$ cat config.mk
export PLATFORM = sky130hd
export DESIGN_NAME = rtt_estimator_rto_unit
export DESIGN_NICKNAME = d
export VERILOG_FILES = /design/src/rtte_pkg.sv /design/src/rtt_estimator_rto_unit.sv /design/src/rtte_update.sv /design/src/rtte_rto.sv
export SDC_FILE = /design/constraint.sdc
export NUM_CORES = 1
export LEC_CHECK = 0
export BUFFER_PORTS_ARGS = -buffer_cell sky130_fd_sc_hd__buf_2
export CELL_PAD_IN_SITES_DETAIL_PLACEMENT = 0
export CELL_PAD_IN_SITES_GLOBAL_PLACEMENT = 1
export CORE_ASPECT_RATIO = 2
export CORE_MARGIN = 4
export CORE_UTILIZATION = 30
export DETAILED_ROUTE_END_ITERATION = 10
export PLACE_DENSITY = 0.64
export SKIP_CTS_REPAIR_TIMING = 1
export SLEW_MARGIN = 25
export SYNTH_ARGS = -nofsm -noshare
export SYNTH_HDL_FRONTEND = slang
export SYNTH_SLANG_ARGS = --single-unit
$ cat constraint.sdc
create_clock -name clk_i -period 9.1 [get_ports clk_i]
set_input_delay 1.82 -clock clk_i [delete_from_list [all_inputs] [get_ports clk_i]]
set_output_delay 1.82 -clock clk_i [all_outputs]
set_load 0.01 [all_outputs]
$ cat src/rtte_pkg.sv
`timescale 1ns / 1ps
// Shared constants for the RTT estimator and retransmission timeout unit.
package rtte_pkg;

  localparam int unsigned FRAC_BITS_DEF = 4;

  localparam int unsigned TIME_W   = 16;
  localparam int unsigned CFG_IDX_W = 2;
  localparam int unsigned CFG_DATA_W = 16;

  localparam logic [TIME_W-1:0] NO_ECHO = 16'hFFFF;

  localparam logic [TIME_W-1:0] SRTT_RESET_MS   = 16'd1000;
  localparam logic [TIME_W-1:0] RTTVAR_RESET_MS = 16'd500;
  localparam logic [TIME_W-1:0] MIN_TO_RESET_MS = 16'd50;
  localparam logic [TIME_W-1:0] MAX_TO_RESET_MS = 16'd1000;

  typedef enum logic [CFG_IDX_W-1:0] {
    CFG_MIN_TIMEOUT = 2'd0,
    CFG_MAX_TIMEOUT = 2'd1
  } cfg_idx_e;

endpackage

$ cat src/rtt_estimator_rto_unit.sv
`timescale 1ns / 1ps
// Top level: RTT estimator with retransmission timeout output.
// A result passes through the stage 1, stage 2 and result registers in order.
// Throughput: one beat per cycle unless stalled; estimate update is combinational
// on the SRTT/RTTVAR registers, and the timeout is computed in the next stage.
// Reset: estimates return to 1000 ms / 500 ms, bounds to 50 ms / 1000 ms,
// the first-sample flag clears and all pipeline stages empty.
module rtt_estimator_rto_unit import rtte_pkg::*; #(
  parameter int unsigned FracBits = FRAC_BITS_DEF
) (
  input  logic                  clk_i,
  input  logic                  rst_ni,
  // configuration write port
  input  logic                  cfg_we_i,
  input  logic [CFG_IDX_W-1:0]  cfg_idx_i,
  input  logic [CFG_DATA_W-1:0] cfg_wdata_i,
  // input channel
  input  logic                  in_valid_i,
  output logic                  in_ready_o,
  input  logic [TIME_W-1:0]     now_time_i,
  input  logic [TIME_W-1:0]     echo_time_i,
  // result channel
  output logic                  out_valid_o,
  input  logic                  out_ready_i,
  output logic [TIME_W-1:0]     rto_ms_o,
  output logic [TIME_W-1:0]     smoothed_rtt_ms_o,
  output logic                  sample_taken_o
);

  localparam int unsigned StW = TIME_W + FracBits;
  localparam logic [StW-1:0] SrttReset   = StW'(SRTT_RESET_MS) << FracBits;
  localparam logic [StW-1:0] RttvarReset = StW'(RTTVAR_RESET_MS) << FracBits;

  // configuration registers
  logic [TIME_W-1:0] min_to_q, min_to_d;
  logic [TIME_W-1:0] max_to_q, max_to_d;

  // estimator state
  logic [StW-1:0] srtt_q, srtt_d;
  logic [StW-1:0] rttvar_q, rttvar_d;
  logic           first_seen_q, first_seen_d;

  // stage 1: captured input beat
  logic              s1_valid_q, s1_valid_d;
  logic [TIME_W-1:0] s1_now_q, s1_echo_q;

  // stage 2: snapshot of the estimates after this beat
  logic           s2_valid_q, s2_valid_d;
  logic [StW-1:0] s2_srtt_q, s2_rttvar_q;
  logic           s2_taken_q;

  // result register
  logic              out_valid_q, out_valid_d;
  logic [TIME_W-1:0] out_timeout_q, out_srtt_ms_q;
  logic              out_taken_q;

  // update results and timeout
  logic [StW-1:0]    upd_srtt, upd_rttvar;
  logic              upd_taken;
  logic [TIME_W-1:0] rto_ms;

  // flow control: each stage loads when empty or when its contents move on
  logic out_load, s2_load, s1_fire, in_fire;

  assign out_load   = !out_valid_q || out_ready_i;
  assign s2_load    = !s2_valid_q || out_load;
  assign s1_fire    = s1_valid_q && s2_load;
  assign in_ready_o = !s1_valid_q || s2_load;
  assign in_fire    = in_valid_i && in_ready_o;

  rtte_update #(
    .FracBits(FracBits)
  ) u_update (
    .srtt_i      (srtt_q),
    .rttvar_i    (rttvar_q),
    .first_seen_i(first_seen_q),
    .now_time_i  (s1_now_q),
    .echo_time_i (s1_echo_q),
    .srtt_o      (upd_srtt),
    .rttvar_o    (upd_rttvar),
    .taken_o     (upd_taken)
  );

  rtte_rto #(
    .FracBits(FracBits)
  ) u_rto (
    .srtt_i       (s2_srtt_q),
    .rttvar_i     (s2_rttvar_q),
    .min_timeout_i(min_to_q),
    .max_timeout_i(max_to_q),
    .timeout_o    (rto_ms)
  );

  // configuration decode; unknown indexes are dropped
  always_comb begin
    min_to_d = min_to_q;
    max_to_d = max_to_q;
    if (cfg_we_i) begin
      unique case (cfg_idx_i)
        CFG_MIN_TIMEOUT: min_to_d = cfg_wdata_i[TIME_W-1:0];
        CFG_MAX_TIMEOUT: max_to_d = cfg_wdata_i[TIME_W-1:0];
        default: ;
      endcase
    end
  end

  // advance the estimates only when a beat leaves stage 1
  always_comb begin
    srtt_d       = srtt_q;
    rttvar_d     = rttvar_q;
    first_seen_d = first_seen_q;
    if (s1_fire) begin
      srtt_d   = upd_srtt;
      rttvar_d = upd_rttvar;
      if (upd_taken) begin
        first_seen_d = 1'b1;
      end
    end
  end

  always_comb begin
    s1_valid_d  = s1_valid_q;
    s2_valid_d  = s2_valid_q;
    out_valid_d = out_valid_q;
    if (in_fire) begin
      s1_valid_d = 1'b1;
    end else if (s1_fire) begin
      s1_valid_d = 1'b0;
    end
    if (s2_load) begin
      s2_valid_d = s1_valid_q;
    end
    if (out_load) begin
      out_valid_d = s2_valid_q;
    end
  end

  always_ff @(posedge clk_i or negedge rst_ni) begin
    if (!rst_ni) begin
      min_to_q     <= MIN_TO_RESET_MS;
      max_to_q     <= MAX_TO_RESET_MS;
      srtt_q       <= SrttReset;
      rttvar_q     <= RttvarReset;
      first_seen_q <= 1'b0;
      s1_valid_q   <= 1'b0;
      s2_valid_q   <= 1'b0;
      out_valid_q  <= 1'b0;
    end else begin
      min_to_q     <= min_to_d;
      max_to_q     <= max_to_d;
      srtt_q       <= srtt_d;
      rttvar_q     <= rttvar_d;
      first_seen_q <= first_seen_d;
      s1_valid_q   <= s1_valid_d;
      s2_valid_q   <= s2_valid_d;
      out_valid_q  <= out_valid_d;
    end
  end

  // payload registers: hold while stalled, no reset needed
  always_ff @(posedge clk_i) begin
    if (in_fire) begin
      s1_now_q  <= now_time_i;
      s1_echo_q <= echo_time_i;
    end
    if (s1_fire) begin
      s2_srtt_q   <= upd_srtt;
      s2_rttvar_q <= upd_rttvar;
      s2_taken_q  <= upd_taken;
    end
    if (out_load && s2_valid_q) begin
      out_timeout_q <= rto_ms;
      out_srtt_ms_q <= s2_srtt_q[StW-1:FracBits];
      out_taken_q   <= s2_taken_q;
    end
  end

  assign out_valid_o       = out_valid_q;
  assign rto_ms_o          = out_timeout_q;
  assign smoothed_rtt_ms_o = out_srtt_ms_q;
  assign sample_taken_o    = out_taken_q;

`ifndef SYNTHESIS
  // a beat without an echo must leave the estimates alone
  a_no_echo_holds: assert property (@(posedge clk_i) disable iff (!rst_ni)
    s1_fire && (s1_echo_q == NO_ECHO) |=> $stable(srtt_q) && $stable(rttvar_q))
    else $error("estimates changed on a beat without echo");

  // a taken sample marks the first sample as seen
  a_first_seen_set: assert property (@(posedge clk_i) disable iff (!rst_ni)
    s1_fire && (s1_echo_q != NO_ECHO) |=> first_seen_q)
    else $error("first-sample flag not set after a taken sample");

  // a result reporting a taken sample implies the flag is already set
  a_taken_implies_seen: assert property (@(posedge clk_i) disable iff (!rst_ni)
    out_valid_q && out_taken_q |-> first_seen_q)
    else $error("taken result without first-sample flag");

  // stage 1 is never overwritten while it still holds a beat
  a_s1_no_overrun: assert property (@(posedge clk_i) disable iff (!rst_ni)
    s1_valid_q && !s2_load |-> !in_ready_o)
    else $error("input accepted while stage 1 is blocked");
`endif

endmodule

$ cat src/rtte_update.sv
`timescale 1ns / 1ps
// Next-state logic for the smoothed RTT and RTT variance estimates.
module rtte_update import rtte_pkg::*; #(
  parameter int unsigned FracBits = FRAC_BITS_DEF
) (
  input  logic [TIME_W+FracBits-1:0] srtt_i,
  input  logic [TIME_W+FracBits-1:0] rttvar_i,
  input  logic                       first_seen_i,
  input  logic [TIME_W-1:0]          now_time_i,
  input  logic [TIME_W-1:0]          echo_time_i,
  output logic [TIME_W+FracBits-1:0] srtt_o,
  output logic [TIME_W+FracBits-1:0] rttvar_o,
  output logic                       taken_o
);

  localparam int unsigned StW     = TIME_W + FracBits;
  localparam int unsigned VarSumW = StW + 2;
  localparam int unsigned SrtSumW = StW + 3;

  logic [TIME_W-1:0]  sample;
  logic [StW-1:0]     sample_fx;
  logic [StW-1:0]     dev;
  logic [VarSumW-1:0] var_sum;
  logic [SrtSumW-1:0] srtt_sum;

  assign taken_o   = (echo_time_i != NO_ECHO);
  assign sample    = now_time_i - echo_time_i;
  assign sample_fx = {sample, {FracBits{1'b0}}};

  // absolute deviation against the old estimate
  assign dev = (srtt_i > sample_fx) ? (srtt_i - sample_fx) : (sample_fx - srtt_i);

  // 3*var + dev and 7*srtt + sample, both exact before the truncating shift
  assign var_sum  = (VarSumW'(rttvar_i) << 1) + VarSumW'(rttvar_i) + VarSumW'(dev);
  assign srtt_sum = (SrtSumW'(srtt_i) << 3) - SrtSumW'(srtt_i) + SrtSumW'(sample_fx);

  always_comb begin
    srtt_o   = srtt_i;
    rttvar_o = rttvar_i;
    if (taken_o) begin
      if (!first_seen_i) begin
        srtt_o   = sample_fx;
        rttvar_o = sample_fx >> 1;
      end else begin
        srtt_o   = srtt_sum[SrtSumW-1:3];
        rttvar_o = var_sum[VarSumW-1:2];
      end
    end
  end

endmodule

$ cat src/rtte_rto.sv
`timescale 1ns / 1ps
// Retransmission timeout: ceil(SRTT + 4*RTTVAR) clamped to the configured bounds.
module rtte_rto import rtte_pkg::*; #(
  parameter int unsigned FracBits = FRAC_BITS_DEF
) (
  input  logic [TIME_W+FracBits-1:0] srtt_i,
  input  logic [TIME_W+FracBits-1:0] rttvar_i,
  input  logic [TIME_W-1:0]          min_timeout_i,
  input  logic [TIME_W-1:0]          max_timeout_i,
  output logic [TIME_W-1:0]          timeout_o
);

  localparam int unsigned StW  = TIME_W + FracBits;
  localparam int unsigned SumW = StW + 3;
  localparam int unsigned MsW  = SumW - FracBits;
  localparam logic [SumW-1:0] RoundUp = SumW'((2 ** FracBits) - 1);

  logic [SumW-1:0] sum;
  logic [MsW-1:0]  ceil_ms;
  logic [MsW-1:0]  lo_clamped;

  assign sum     = SumW'(srtt_i) + (SumW'(rttvar_i) << 2) + RoundUp;
  assign ceil_ms = sum[SumW-1:FracBits];

  // minimum first, then maximum, so the maximum wins when the bounds cross
  assign lo_clamped = (ceil_ms < MsW'(min_timeout_i)) ? MsW'(min_timeout_i) : ceil_ms;
  assign timeout_o  = (lo_clamped > MsW'(max_timeout_i)) ? max_timeout_i
                                                          : lo_clamped[TIME_W-1:0];

endmodule
==> flow_summary.yaml <==
status:
  outcome: "completed"
logic_synthesis:
  synth_top_area_share_pct: 22.91
  yosysTopAreaCell: "edfxtp_1"
  synth_area_leaders: "edfxtp_1 23%, ha_1 14%, dfrtp_1 9.9%, fa_1 5.5%, a21oi_1 4.7%"
  synth_warnings: 0
  synth_edf_count: 106
  syn_area_mm2: 0.01389
  syn_inst: 1422
  syn_nets: 1667
  ys_types: 76
  ys_seq_area_share_pct: 36.80
  ys_seq_elements: 182
  synth_area_per_cell_um2: 9.769
  async_flop_share_pct: 41.76
  synth-main-ff-cell: "edfxtp_1"
die:
  core_area_mm2: 0.04583
  dieHeight_um: 312.3
  rows: 111
  die_area_mm2: 0.05002
  fp.dieW_um: 160.2
  initial_core_util_pct: 30.31
  num_io_pins: 90
route:
  drc: 0
  vias: 10514
  post_drt_wl_per_cell_um: 18.18
  viasPerCell: 5.057
  wirelength_mm: 37.79
  drt_iter0_markers: 360
  drt_first_pass_iters: 5
  antenna_left: 0
layout:
  finalNonFillerCells: 2079
  fillerInstances: 4771
  post-route-util_pct: 33.96
  layout_common_cells: "152 x ha_1, 131 x a21oi_1, 130 x nand2_1"
  layout_commonest_cell: "ha_1"
  multi_input_area_mm2: 0.008148
  final_layout_size_suffix_gt1_share_pct: 14.73
  n_antenna_cell: 0
  nNetsFinal: 1746
  register_area_mm2: 0.005112
  syn_to_final_growth_pct: 12.06
timing:
  hold_viol: 0
  tightest_slew_ns: 1.000
  period_share_pct: 90.31
  min_period_ns: 8.218
  slew_viol_final: 0
  rsz0062_at_grt: "no"
  fmax_mhz: 121.7
  slew_headroom_pct: 33.33
  tns_ns: 0
  fin_worst_skew_ns: 0.01750
  finalSetupViolCount: 0
clock_network:
  cts-root-buf: "clkbuf_16"
  cts_made_buffers: 17
  clk_latency_ns: 0.47
  cts.sinks: 182
  cts_tree: "built"
  htreeDepth: 4
  clkSlewWorstSetupHoldPaths_ns: 0.07
  cts_buffer_depth: 2
setup_path:
  path_buf_inv: 4
  max_stage_delay_ns: 0.63
  crit_slowest_cell: "o41ai_1"
  crit_arrival_ns: 8.41
  cp_max_fo: 17
  r2r_slack_ns: 0.88
  critPathRequiredTime_ns: 9.29
  crit_type: "reg2reg"
  end_kind: "register"
  r2r_cells: 30
  crit_family: "compound AO/OA/AOI/OAI gates"
  r2r_end: "s2_rttvar_q[17]"
  reg2reg_from: "s1_now_q[0]"
  critPathLaunchType: "register"
  crit_top_cell: "inv_1"
worst_hold_path:
  whs_path_depth: 0
  min_to: "sample_taken_o"
  hold_path.class: "reg2reg"
  min_from: "s2_taken_q"
global_route:
  met3_usage_pct: 2.177
  grt_util_met2_pct: 31.58
  grt_pass1_wl_mm: 59.78
  top_usage_layer: "met2"
  grt_pass1_vias: 11085
  met1_usage_pct: 14.99
  grt_max_degree: 63
  grt_usage_pct: 15.32
  gr-total-overflow: 0
  antenna_found_initial: 0
placed_design:
  port_buffers: 89
  dp.cells: 2047
  gp_congestion: 0.8697
  hpwl_mm: 30.13
flow_run:
  drv_cap: 0
cell families (layout without fill, tap and decap cells):
logic type / Yosys count / count (layout) / synth area share, %
compound gates: 402 / 402 / 18.08
simple gates: 351 / 351 / 11.70
fa+ha+maj: 190 / 190 / 19.17
flops: 182 / 182 / 36.80
buf+inv: 164 / 256 / 4.639
xor+xnor: 72 / 72 / 4.540
mux: 61 / 61 / 5.080
layout make-up:
class | count | share of cell area [%]
inverters | 122 | 2.942
multi-input cells | 1076 | 52.34
flip-flops and latches | 182 | 32.84
repair buffers | 102 | 3.505
clock inverters | 12 | 0.8842
clock buffers | 20 | 2.942
well taps | 565 | 4.541
metrics by stage:
stage	setup WS, ns	hold WS [ns]	cell area, um2
3_3_place_gp	0.9358	0.4040	14970
3_5_place_dp	0.8580	0.4105	14970
5_1_grt	0.2208	0.4354	15570
4_1_cts	0.8113	0.4279	15570
2_1_floorplan	2.123	0.4003	13890
6_report	0.8817	0.4276	15570
synthesized netlist by cell type (14+ instances only):
library cell,n
ha_1,152
a21oi_1,131
nand2_1,130
inv_1,121
o21ai_0,111
edfxtp_1,106
nor2_1,96
dfrtp_1,55
a21o_1,40
fa_1,38
mux2_2,36
xnor2_1,36
xor2_1,36
clkbuf_1,35
dfstp_2,21
nand3_1,19
o21a_1,19
nor2b_1,16
mux2i_1,15
a211oi_1,14
nand2b_1,14
nand4_1,14
nor3_1,14
registers in the layout, indices dropped and copies added (netlist names), 20 cells and up:
name and flops:
s2_srtt_q 20, srtt_q 20, rttvar_q 20, s2_rttvar_q 20
worst max-delay path by stage:
stage	from	end	slack (ns)	cells after the start
floorplan	s1_now_q[0]	s2_rttvar_q[18]	2.12	31
global placement	s1_now_q[0]	s2_rttvar_q[17]	0.94	30
detailed placement	s1_now_q[0]	s2_rttvar_q[17]	0.86	30
CTS	s1_now_q[0]	s2_rttvar_q[17]	0.81	30
global route	s1_now_q[0]	s2_rttvar_q[17]	0.22	30
finish	s1_now_q[0]	s2_rttvar_q[17]	0.88	30
layer usage:
layer	vias up	part of all wire [%]	routed length (um)
li1	5251	-	-
met1	4998	36	13590
met2	206	58	21980
met3	59	3.1	1173
met4	0	2.8	1049
met5	-	0	0
Power is left out: the tool's default activity adds up to more than one toggle a clock period on the data nets, which glitch-free logic cannot reach.
